[src/rtl/lru_page_cache_writeback_core_assert.svh]
// concurrent check macros for the page cache core
`ifndef LRU_PAGE_CACHE_WRITEBACK_CORE_ASSERT_SVH
`define LRU_PAGE_CACHE_WRITEBACK_CORE_ASSERT_SVH
`ifndef SYNTHESIS
`define LPCW_ASSERT(lbl, clk, rst_n, prop, msg) \
	lbl: assert property (@(posedge clk) disable iff (!rst_n) (prop)) else $error(msg);
`define LPCW_ASSERT_ALWAYS(lbl, clk, prop, msg) \
	lbl: assert property (@(posedge clk) (prop)) else $error(msg);
`else
`define LPCW_ASSERT(lbl, clk, rst_n, prop, msg)
`define LPCW_ASSERT_ALWAYS(lbl, clk, prop, msg)
`endif
`endif

[src/rtl/lpcw_pkg.sv]
`default_nettype none
package lpcw_pkg;

	localparam int PAGE_W = 32;
	localparam int OUT_SLOT_W = 4;

	localparam logic OP_READ  = 1'b0;
	localparam logic OP_WRITE = 1'b1;

	localparam logic STATUS_OK     = 1'b0;
	localparam logic STATUS_ABSENT = 1'b1;

	typedef logic [PAGE_W-1:0] page_t;

	typedef enum logic [1:0] {
		ST_IDLE,
		ST_SCAN,
		ST_TOUCH,
		ST_FINISH
	} state_t;

	// flags from the shared compare unit
	typedef struct packed {
		logic page_eq;
		logic rank_last;
	} cmp_res_t;

endpackage
`default_nettype wire

[src/rtl/lru_page_cache_writeback_core.sv]
`default_nettype none
// Fully associative page cache tag store with least-recently-used replacement
// and write-back or write-through handling. One word goes in at a time; in_stall
// stays high until its result word has been loaded into the output register.
// Each access first sweeps the filled slots, one per cycle, through a single
// memory read port and a shared compare unit; a read access then makes a second
// sweep that rewrites the recency ranks. A sweep issues a read for each filled
// slot, drains the read register and then closes; with the cache empty it issues
// no reads. A new access is accepted only after the result word has been loaded,
// and loading waits while a previous result word is held by out_stall.
// write_back_mode is written through cfg_wr_en and cfg_wr_data; the user must
// write it only while the block is idle, which the block does not enforce. Slot
// numbers on the outputs carry the low four bits of the slot.
module lru_page_cache_writeback_core #(
	parameter int SLOTS = 16
) (
	input  wire logic                       clk,
	input  wire logic                       arst_n,
	input  wire logic                       cfg_wr_en,
	input  wire logic                       cfg_wr_data,
	input  wire logic                       in_valid,
	output logic                            in_stall,
	input  wire logic                       op,
	input  wire logic [31:0]                page_addr,
	output logic                            out_valid,
	input  wire logic                       out_stall,
	output logic [3:0]                      slot_index,
	output logic                            hit,
	output logic                            fetch_page,
	output logic                            writeback,
	output logic [31:0]                     writeback_addr,
	output logic [3:0]                      writeback_slot,
	output logic                            status
);

	localparam int IDX_W = (SLOTS > 1) ? $clog2(SLOTS) : 1;

	logic               write_back_mode_q;
	logic [IDX_W-1:0]   rd_addr, rd_rank, wr_addr, wr_rank;
	lpcw_pkg::page_t    rd_page, wr_page, cmp_page;
	logic               wr_page_en, wr_rank_en;
	logic [IDX_W-1:0]   cmp_idx, cmp_tgt, cmp_old_rank, cmp_new_rank;
	lpcw_pkg::cmp_res_t cmp_res;

	always_ff @(posedge clk or negedge arst_n) begin
		if (!arst_n) begin
			write_back_mode_q <= 1'b0;
		end else if (cfg_wr_en) begin
			write_back_mode_q <= cfg_wr_data;
		end
	end

	lpcw_ctrl #(.SLOTS(SLOTS)) u_ctrl (
		.clk            (clk),
		.arst_n         (arst_n),
		.mode_wb        (write_back_mode_q),
		.in_valid       (in_valid),
		.in_stall       (in_stall),
		.op             (op),
		.page_addr      (page_addr),
		.out_valid      (out_valid),
		.out_stall      (out_stall),
		.slot_index     (slot_index),
		.hit            (hit),
		.fetch_page     (fetch_page),
		.writeback      (writeback),
		.writeback_addr (writeback_addr),
		.writeback_slot (writeback_slot),
		.status         (status),
		.rd_addr        (rd_addr),
		.rd_page        (rd_page),
		.rd_rank        (rd_rank),
		.wr_addr        (wr_addr),
		.wr_page_en     (wr_page_en),
		.wr_page        (wr_page),
		.wr_rank_en     (wr_rank_en),
		.wr_rank        (wr_rank),
		.cmp_page       (cmp_page),
		.cmp_idx        (cmp_idx),
		.cmp_tgt        (cmp_tgt),
		.cmp_old_rank   (cmp_old_rank),
		.cmp_res        (cmp_res),
		.cmp_new_rank   (cmp_new_rank)
	);

	lpcw_mem #(.SLOTS(SLOTS)) u_mem (
		.clk        (clk),
		.rd_addr    (rd_addr),
		.rd_page    (rd_page),
		.rd_rank    (rd_rank),
		.wr_addr    (wr_addr),
		.wr_page_en (wr_page_en),
		.wr_page    (wr_page),
		.wr_rank_en (wr_rank_en),
		.wr_rank    (wr_rank)
	);

	// page and rank come straight off the memory read register
	lpcw_cmp #(.SLOTS(SLOTS)) u_cmp (
		.page_a   (rd_page),
		.page_b   (cmp_page),
		.rank     (rd_rank),
		.idx      (cmp_idx),
		.tgt      (cmp_tgt),
		.old_rank (cmp_old_rank),
		.res      (cmp_res),
		.new_rank (cmp_new_rank)
	);

endmodule
`default_nettype wire

[src/rtl/lpcw_mem.sv]
`default_nettype none
module lpcw_mem #(
	parameter int SLOTS = 16,
	localparam int IDX_W = (SLOTS > 1) ? $clog2(SLOTS) : 1
) (
	input  wire logic             clk,
	input  wire logic [IDX_W-1:0] rd_addr,
	output lpcw_pkg::page_t       rd_page,
	output logic      [IDX_W-1:0] rd_rank,
	input  wire logic [IDX_W-1:0] wr_addr,
	input  wire logic             wr_page_en,
	input  wire lpcw_pkg::page_t  wr_page,
	input  wire logic             wr_rank_en,
	input  wire logic [IDX_W-1:0] wr_rank
);

	lpcw_pkg::page_t  page_mem [SLOTS];
	logic [IDX_W-1:0] rank_mem [SLOTS];

	always_ff @(posedge clk) begin
		if (wr_page_en) begin
			page_mem[wr_addr] <= wr_page;
		end
		if (wr_rank_en) begin
			rank_mem[wr_addr] <= wr_rank;
		end
		rd_page <= page_mem[rd_addr];
		rd_rank <= rank_mem[rd_addr];
	end

endmodule
`default_nettype wire

[src/rtl/lpcw_cmp.sv]
`default_nettype none
module lpcw_cmp #(
	parameter int SLOTS = 16,
	localparam int IDX_W = (SLOTS > 1) ? $clog2(SLOTS) : 1
) (
	input  wire lpcw_pkg::page_t  page_a,
	input  wire lpcw_pkg::page_t  page_b,
	input  wire logic [IDX_W-1:0] rank,
	input  wire logic [IDX_W-1:0] idx,
	input  wire logic [IDX_W-1:0] tgt,
	input  wire logic [IDX_W-1:0] old_rank,
	output lpcw_pkg::cmp_res_t    res,
	output logic      [IDX_W-1:0] new_rank
);

	always_comb begin
		res.page_eq   = (page_a == page_b);
		res.rank_last = (rank == IDX_W'(SLOTS - 1));
		// entries younger than the touched one age by one step
		if (idx == tgt) begin
			new_rank = '0;
		end else if (rank < old_rank) begin
			new_rank = rank + 1'b1;
		end else begin
			new_rank = rank;
		end
	end

endmodule
`default_nettype wire

[src/rtl/lpcw_ctrl.sv]
`default_nettype none
`include "lru_page_cache_writeback_core_assert.svh"
module lpcw_ctrl #(
	parameter int SLOTS = 16,
	localparam int IDX_W = (SLOTS > 1) ? $clog2(SLOTS) : 1,
	localparam int CNT_W = $clog2(SLOTS + 1)
) (
	input  wire logic                          clk,
	input  wire logic                          arst_n,
	input  wire logic                          mode_wb,
	input  wire logic                          in_valid,
	output logic                               in_stall,
	input  wire logic                          op,
	input  wire lpcw_pkg::page_t               page_addr,
	output logic                               out_valid,
	input  wire logic                          out_stall,
	output logic [lpcw_pkg::OUT_SLOT_W-1:0]    slot_index,
	output logic                               hit,
	output logic                               fetch_page,
	output logic                               writeback,
	output lpcw_pkg::page_t                    writeback_addr,
	output logic [lpcw_pkg::OUT_SLOT_W-1:0]    writeback_slot,
	output logic                               status,
	// memory side
	output logic [IDX_W-1:0]                   rd_addr,
	input  wire lpcw_pkg::page_t               rd_page,
	input  wire logic [IDX_W-1:0]              rd_rank,
	output logic [IDX_W-1:0]                   wr_addr,
	output logic                               wr_page_en,
	output lpcw_pkg::page_t                    wr_page,
	output logic                               wr_rank_en,
	output logic [IDX_W-1:0]                   wr_rank,
	// compare unit side
	output lpcw_pkg::page_t                    cmp_page,
	output logic [IDX_W-1:0]                   cmp_idx,
	output logic [IDX_W-1:0]                   cmp_tgt,
	output logic [IDX_W-1:0]                   cmp_old_rank,
	input  wire lpcw_pkg::cmp_res_t            cmp_res,
	input  wire logic [IDX_W-1:0]              cmp_new_rank
);

	lpcw_pkg::state_t state_q, state_d;

	logic [CNT_W-1:0] cnt_q;
	logic [CNT_W-1:0] filled_q;
	logic             rd_vld_s1;
	logic [IDX_W-1:0] rd_idx_s1;
	logic [SLOTS-1:0] dirty_q;
	logic             found_q;
	logic [IDX_W-1:0] found_idx_q;
	logic [IDX_W-1:0] found_rank_q;
	logic [IDX_W-1:0] victim_idx_q;
	lpcw_pkg::page_t  victim_page_q;
	logic             op_q;
	lpcw_pkg::page_t  page_q;
	logic             out_valid_q;

	logic [lpcw_pkg::OUT_SLOT_W-1:0] slot_index_q, wb_slot_q;
	logic                            hit_q, fetch_q, wb_q, status_q;
	lpcw_pkg::page_t                 wb_addr_q;

	logic             accept, issue, sweep_done, cnt_clr, fin_go;
	logic             full, miss_read, write_hit;
	logic [IDX_W-1:0] tgt_slot, tgt_old_rank;
	logic             res_wb, res_status;
	lpcw_pkg::page_t  res_wb_addr;

	// what the scan found
	always_comb begin
		full      = (filled_q == CNT_W'(SLOTS));
		miss_read = (op_q == lpcw_pkg::OP_READ) && !found_q;
		write_hit = (op_q == lpcw_pkg::OP_WRITE) && found_q;
		if (found_q) begin
			tgt_slot     = found_idx_q;
			tgt_old_rank = found_rank_q;
		end else if (full) begin
			tgt_slot     = victim_idx_q;
			tgt_old_rank = IDX_W'(SLOTS - 1);
		end else begin
			tgt_slot     = filled_q[IDX_W-1:0];
			tgt_old_rank = filled_q[IDX_W-1:0];
		end
		res_status  = (op_q == lpcw_pkg::OP_WRITE) && !found_q ?
			lpcw_pkg::STATUS_ABSENT : lpcw_pkg::STATUS_OK;
		res_wb      = (miss_read && full && mode_wb && dirty_q[tgt_slot]) ||
			(write_hit && !mode_wb);
		res_wb_addr = (op_q == lpcw_pkg::OP_READ) ? victim_page_q : page_q;
	end

	// next state
	always_comb begin
		state_d = state_q;
		case (state_q)
			lpcw_pkg::ST_IDLE: begin
				if (in_valid) begin
					state_d = lpcw_pkg::ST_SCAN;
				end
			end
			lpcw_pkg::ST_SCAN: begin
				if (sweep_done) begin
					state_d = (op_q == lpcw_pkg::OP_READ) ?
						lpcw_pkg::ST_TOUCH : lpcw_pkg::ST_FINISH;
				end
			end
			lpcw_pkg::ST_TOUCH: begin
				if (sweep_done) begin
					state_d = lpcw_pkg::ST_FINISH;
				end
			end
			lpcw_pkg::ST_FINISH: begin
				if (fin_go) begin
					state_d = lpcw_pkg::ST_IDLE;
				end
			end
			default: state_d = lpcw_pkg::ST_IDLE;
		endcase
	end

	// sequencer outputs
	always_comb begin
		in_stall   = 1'b1;
		accept     = 1'b0;
		issue      = 1'b0;
		sweep_done = 1'b0;
		cnt_clr    = 1'b0;
		fin_go     = 1'b0;
		case (state_q)
			lpcw_pkg::ST_IDLE: begin
				in_stall = 1'b0;
				accept   = in_valid;
				cnt_clr  = 1'b1;
			end
			lpcw_pkg::ST_SCAN, lpcw_pkg::ST_TOUCH: begin
				issue      = (cnt_q < filled_q);
				sweep_done = !issue && !rd_vld_s1;
				cnt_clr    = sweep_done;
			end
			lpcw_pkg::ST_FINISH: begin
				fin_go = !out_valid_q || !out_stall;
			end
			default: begin
				in_stall = 1'b1;
			end
		endcase
	end

	// memory and compare unit hookup
	always_comb begin
		rd_addr      = cnt_q[IDX_W-1:0];
		cmp_page     = page_q;
		cmp_idx      = rd_idx_s1;
		cmp_tgt      = tgt_slot;
		cmp_old_rank = tgt_old_rank;
		wr_page      = page_q;
		if (state_q == lpcw_pkg::ST_FINISH) begin
			wr_addr    = tgt_slot;
			wr_rank    = '0;
			wr_rank_en = fin_go && (op_q == lpcw_pkg::OP_READ);
			wr_page_en = fin_go && miss_read;
		end else begin
			wr_addr    = rd_idx_s1;
			wr_rank    = cmp_new_rank;
			wr_rank_en = (state_q == lpcw_pkg::ST_TOUCH) && rd_vld_s1;
			wr_page_en = 1'b0;
		end
	end

	always_ff @(posedge clk or negedge arst_n) begin
		if (!arst_n) begin
			state_q     <= lpcw_pkg::ST_IDLE;
			cnt_q       <= '0;
			filled_q    <= '0;
			rd_vld_s1   <= 1'b0;
			dirty_q     <= '0;
			found_q     <= 1'b0;
			out_valid_q <= 1'b0;
		end else begin
			state_q   <= state_d;
			rd_vld_s1 <= issue;
			if (issue) begin
				cnt_q <= cnt_q + 1'b1;
			end else if (cnt_clr) begin
				cnt_q <= '0;
			end
			if (accept) begin
				found_q <= 1'b0;
			end else if (state_q == lpcw_pkg::ST_SCAN && rd_vld_s1 &&
				cmp_res.page_eq) begin
				found_q <= 1'b1;
			end
			if (fin_go) begin
				if (miss_read) begin
					dirty_q[tgt_slot] <= 1'b0;
				end else if (write_hit && mode_wb) begin
					dirty_q[tgt_slot] <= 1'b1;
				end
				if (miss_read && !full) begin
					filled_q <= filled_q + 1'b1;
				end
				out_valid_q <= 1'b1;
			end else if (!out_stall) begin
				out_valid_q <= 1'b0;
			end
		end
	end

	always_ff @(posedge clk) begin
		rd_idx_s1 <= cnt_q[IDX_W-1:0];
		if (accept) begin
			op_q         <= op;
			page_q       <= page_addr;
			victim_idx_q <= '0;
		end
		if (state_q == lpcw_pkg::ST_SCAN && rd_vld_s1) begin
			// first match wins
			if (cmp_res.page_eq && !found_q) begin
				found_idx_q  <= rd_idx_s1;
				found_rank_q <= rd_rank;
			end
			if (cmp_res.rank_last) begin
				victim_idx_q  <= rd_idx_s1;
				victim_page_q <= rd_page;
			end
		end
		if (fin_go) begin
			status_q     <= res_status;
			hit_q        <= found_q;
			fetch_q      <= miss_read;
			slot_index_q <= (res_status == lpcw_pkg::STATUS_ABSENT) ?
				'0 : lpcw_pkg::OUT_SLOT_W'(tgt_slot);
			wb_q         <= res_wb;
			wb_addr_q    <= res_wb ? res_wb_addr : '0;
			wb_slot_q    <= res_wb ? lpcw_pkg::OUT_SLOT_W'(tgt_slot) : '0;
		end
	end

	assign out_valid      = out_valid_q;
	assign slot_index     = slot_index_q;
	assign hit            = hit_q;
	assign fetch_page     = fetch_q;
	assign writeback      = wb_q;
	assign writeback_addr = wb_addr_q;
	assign writeback_slot = wb_slot_q;
	assign status         = status_q;

	`LPCW_ASSERT(a_filled_bound, clk, arst_n, filled_q <= CNT_W'(SLOTS), "fill count above slot count")
	`LPCW_ASSERT(a_word_from_finish, clk, arst_n, $rose(out_valid_q) |-> $past(state_q) == lpcw_pkg::ST_FINISH, "result word appeared outside finish")
	`LPCW_ASSERT(a_touch_on_read, clk, arst_n, state_q == lpcw_pkg::ST_TOUCH |-> op_q == lpcw_pkg::OP_READ, "recency sweep on a write access")
	`LPCW_ASSERT(a_fill_step, clk, arst_n, (fin_go && miss_read && !full) |=> filled_q == CNT_W'($past(filled_q) + 1'b1), "fill count did not step on a free-slot miss")

endmodule
`default_nettype wire

[config.mk]
export PLATFORM = sky130hd
export DESIGN_NAME = lru_page_cache_writeback_core
export DESIGN_NICKNAME = d
export VERILOG_FILES = /design/src/rtl/lpcw_pkg.sv /design/src/rtl/lru_page_cache_writeback_core.sv /design/src/rtl/lpcw_mem.sv /design/src/rtl/lpcw_cmp.sv /design/src/rtl/lpcw_ctrl.sv
export VERILOG_INCLUDE_DIRS = /design/src /design/src/rtl
export SDC_FILE = /design/constraint.sdc
export NUM_CORES = 1
export LEC_CHECK = 0
export ABC_CLOCK_PERIOD_IN_PS = 6700
export BUFFER_PORTS_ARGS = -buffer_cell sky130_fd_sc_hd__buf_2
export CAP_MARGIN = 10
export CORE_ASPECT_RATIO = 0.8
export CORE_UTILIZATION = 35
export CTS_BUF_LIST = sky130_fd_sc_hd__clkbuf_4 sky130_fd_sc_hd__clkbuf_8
export DETAILED_ROUTE_END_ITERATION = 7
export RECOVER_POWER = 25
export SETUP_SLACK_MARGIN = 0.4
export SLEW_MARGIN = 20
export SYNTH_ARGS = -nofsm -noshare
export SYNTH_HDL_FRONTEND = slang
export SYNTH_SLANG_ARGS = --single-unit
[constraint.sdc]
create_clock -name clk -period 6.7 [get_ports clk]
set_input_delay 1.005 -clock clk [delete_from_list [all_inputs] [get_ports clk]]
set_output_delay 1.005 -clock clk [all_outputs]
set_load 0.02 [all_outputs]
==> out/results.ini <==
[status]
status=finished with violations
violations=DRC, capacitance limit, slew limit

[global_route]
grtUsageTotal_pct=17.19
first_global_vias=16370
grt_pass1_wl_um=109400
grt_max_degree=77
antenna_found_initial=2
gr-total-overflow=0

[detailed_routing]
first_pass_iters=8
vias=16110
viasPerCell=5.287
drc_errors=4
first_iter_violations=1704
antenna_left=0
drt_wl_total_um=74470
post_drt_wl_per_cell_um=24.44

[worst_setup_path]
critPathKind=register to register
regToRegSetupSlack_ps=2460
path_max_fanout=14
cp.required_ps=7150
arrival_ps=4690
regToRegEndpoint=u_ctrl.writeback_addr[10]$_SDFFCE_PN0P_
end_kind=register
rr_worst_depth=12
rr_startpoint=u_ctrl.filled_q[0]$_DFFE_PN0P_
start_kind=register

[cells_and_area]
areaGrowthSynthToFinish_pct=15.77
stdcell_area_um2=34650
fin_nets=1887
n_fill_cell=7471
postLayoutCoreUtil_pct=41.11
layoutNonFillerInstCount=3047
drive_gt1_share_pct=23.93

[logic_synthesis]
yosysTopAreaCell=edfxtp_1
ys_warn_count=0
synthTopCellsByArea=edfxtp_1 70%, mux2i_1 6.0%, mux4_2 5.4%
synth-adder-area-share_pct=0.7107
synth_area_um2=29930
synthSimpleGateAreaFrac_pct=3.917
ys_seq_elements=769
synth_compound_area_share_pct=5.652
synth.most_common_cell=edfxtp_1
synth_mux_area_share_pct=11.77
synthesis.nets=1710
synth-xor-area-share_pct=1.258
ys_async_sr_fraction_pct=4.161
synth_top_area_share_pct=69.53
avgSynthCellArea_um2=18.09
synthFlopType=edfxtp_1
synth_top_family_by_area=multiplexers
synth_common_cells=693 x edfxtp_1, 180 x mux2i_1, 74 x a221oi_1
ys_types=65
syn_inst=1654
yosysSeqAreaShare_pct=75.15
synth_edf_count=693

[sta]
setup_viol=0
timing.final.crit_share_pct=63.27
rsz0062_at_grt=no
fin_crit_ps=4239
slew_violations=33
setup_tns_ps=0
finalHoldViolCount=0
worst_pin_slew_ps=1817
fin_skew_ps=54.19
relSlewSlack_pct=-21.11
hold_slack_ps=429.6
fmax_mhz=235.9

[cts]
postCtsSetupRepairBufs=0
cts_tree=done
postCtsHoldBufs=0
htree_levels=3
cts-root-buf=clkbuf_8
cts.sinks=769
cts_buffers=116
clock_latency_ps=760
cts_buffer_depth=3
path_clk_slew_ps=60
cts_resized=0

[power]
cellLeakagePower_nw=11.62
power_density_nw_per_um2=408.7
p_comb_share_pct=24.9
clockPowerShare_pct=29.2
netSwitchingFraction_pct=31.99
p_sw_mw=4.530
p_int_mw=9.630
seqPwrFrac_pct=45.9
peakVddDrop_mv=0.2244

[placement]
placed_area_um2=32140
gp_congestion=0.8308
dp_cells=2827
place_hpwl_um=46170
port_buffers=84

[die]
io-pin-count=85
rows=95
die-area_um2=86690
core_area_um2=84270
initial_utilization_pct=35.51
die_w_um=328.9
dieHeight_um=263.5

[run]
cap_violations=1

[hold_path]
worstHoldPathCells=1
hp-class=primary input to register
worst_hold_path.endpoint=u_ctrl.cmp_page[14]$_DFFE_PP_
hp-start=page_addr[14]

==> cell families (layout without fill, tap and decap cells) <==
kind of cell | count (synthesis) | count (layout)
DFF | 769 | 769
muxes | 260 | 260
AOI/OAI and AO/OA | 232 | 232
and+or+nand+nor | 226 | 226
buffers and inverters | 107 | 384
xor gates and xnor gates | 43 | 43
adders and majority gates | 17 | 17
other | 0 | 1
==> metal layers <==
metal	vias to the layer above	part of all wire [%]	GRT usage, %
li1	7040	-	-
met1	8308	46	25.70
met2	651	44	25.02
met3	111	8.2	4.122
met4	0	1.8	4.236
met5	-	0	0
==> area by class of cell <==
type                            count  area (µm²)  area share [%]
Antenna cell                        1       2.502        0.007222
Clock buffer                      197        2330           6.724
Clock inverter                     21       231.5          0.6681
Inverter                           22       82.58          0.2383
Multi-Input combinational cell    778        7141           20.61
Sequential cell                   769       22500           64.94
Tap cell                         1115        1395           4.026
Timing Repair Buffer              144       964.7           2.784
==> power by group through the flow <==
stage	Clock [mW]	Combinational, mW	Sequential (mW)
finish	4.14	3.52	6.50
global route	4.44	3.76	6.56
floorplan	0	2.28	6.47
global placement	0	3.44	6.59
CTS	4.23	3.53	6.50
detailed placement	0	3.52	6.60
==> worst max-delay path by stage <==
stage | depth (start not counted) | startpoint | end | slack (ps)
floorplan | 8 | u_ctrl.filled_q[0]$_DFFE_PN0P_ | u_mem.page_mem[1][0]$_DFFE_PP_ | 2900
global placement | 11 | u_ctrl.filled_q[0]$_DFFE_PN0P_ | u_ctrl.writeback_addr[8]$_SDFFCE_PN0P_ | 2340
detailed placement | 11 | u_ctrl.filled_q[0]$_DFFE_PN0P_ | u_ctrl.writeback_addr[23]$_SDFFCE_PN0P_ | 2280
CTS | 11 | u_ctrl.filled_q[0]$_DFFE_PN0P_ | u_ctrl.writeback_addr[23]$_SDFFCE_PN0P_ | 2250
global route | 12 | u_ctrl.filled_q[1]$_DFFE_PN0P_ | u_ctrl.writeback_addr[10]$_SDFFCE_PN0P_ | 2250
finish | 12 | u_ctrl.filled_q[0]$_DFFE_PN0P_ | u_ctrl.writeback_addr[10]$_SDFFCE_PN0P_ | 2460
==> per-stage QoR <==
step                total power, mW  setup slack [ps]
CTS                           14.27              2253
global placement              10.03              2336
global route                  14.76              2253
detailed placement            10.12              2277
floorplan                     8.742              2904
finish                        14.16              2461
==> registers in the layout, indices dropped and copies added, names as in the netlist, 5 cells and up, named ones only <==
register	flops
u_mem.rd_page	32
u_mem.page_mem	512
u_ctrl.victim_page_q	32
u_mem.rank_mem	64
u_ctrl.cmp_page	32
u_ctrl.cnt_q	5
u_ctrl.filled_q	5
u_ctrl.writeback_addr	32
==> layout by cell type, fill, tap and decap left out, drive strengths merged, types with 7 or more instances in the layout <==
cell | netlist | routed
dfxtp | 44 | 44
xnor2 | 15 | 15
a31oi | 8 | 8
nor3 | 10 | 10
xor2 | 28 | 28
nor4 | 38 | 38
edfxtp | 693 | 693
nand2 | 60 | 60
o21ai | 52 | 52
inv | 22 | 24
clkinv | 0 | 11
a22oi | 37 | 37
mux2i | 181 | 181
nand3 | 20 | 20
nor2 | 71 | 71
buf | 30 | 117
a21oi | 31 | 31
mux2 | 7 | 7
dfrtp | 32 | 32
a221oi | 74 | 74
clkbuf | 55 | 224
mux4 | 72 | 72
ha | 17 | 17
==> critical path: stages (launching register included) <==
cell,delay [ps]
dfrtp_1,470
inv_1,90
ha_1,180
nor4bb_1,270
buf_4,200
mux2_4,320
nor2b_1,700
mux2_2,420
o22a_1,250
a31oi_4,500
buf_16,240
buf_4,210
nor4_2,70
(Power assumes the default switching activity.)
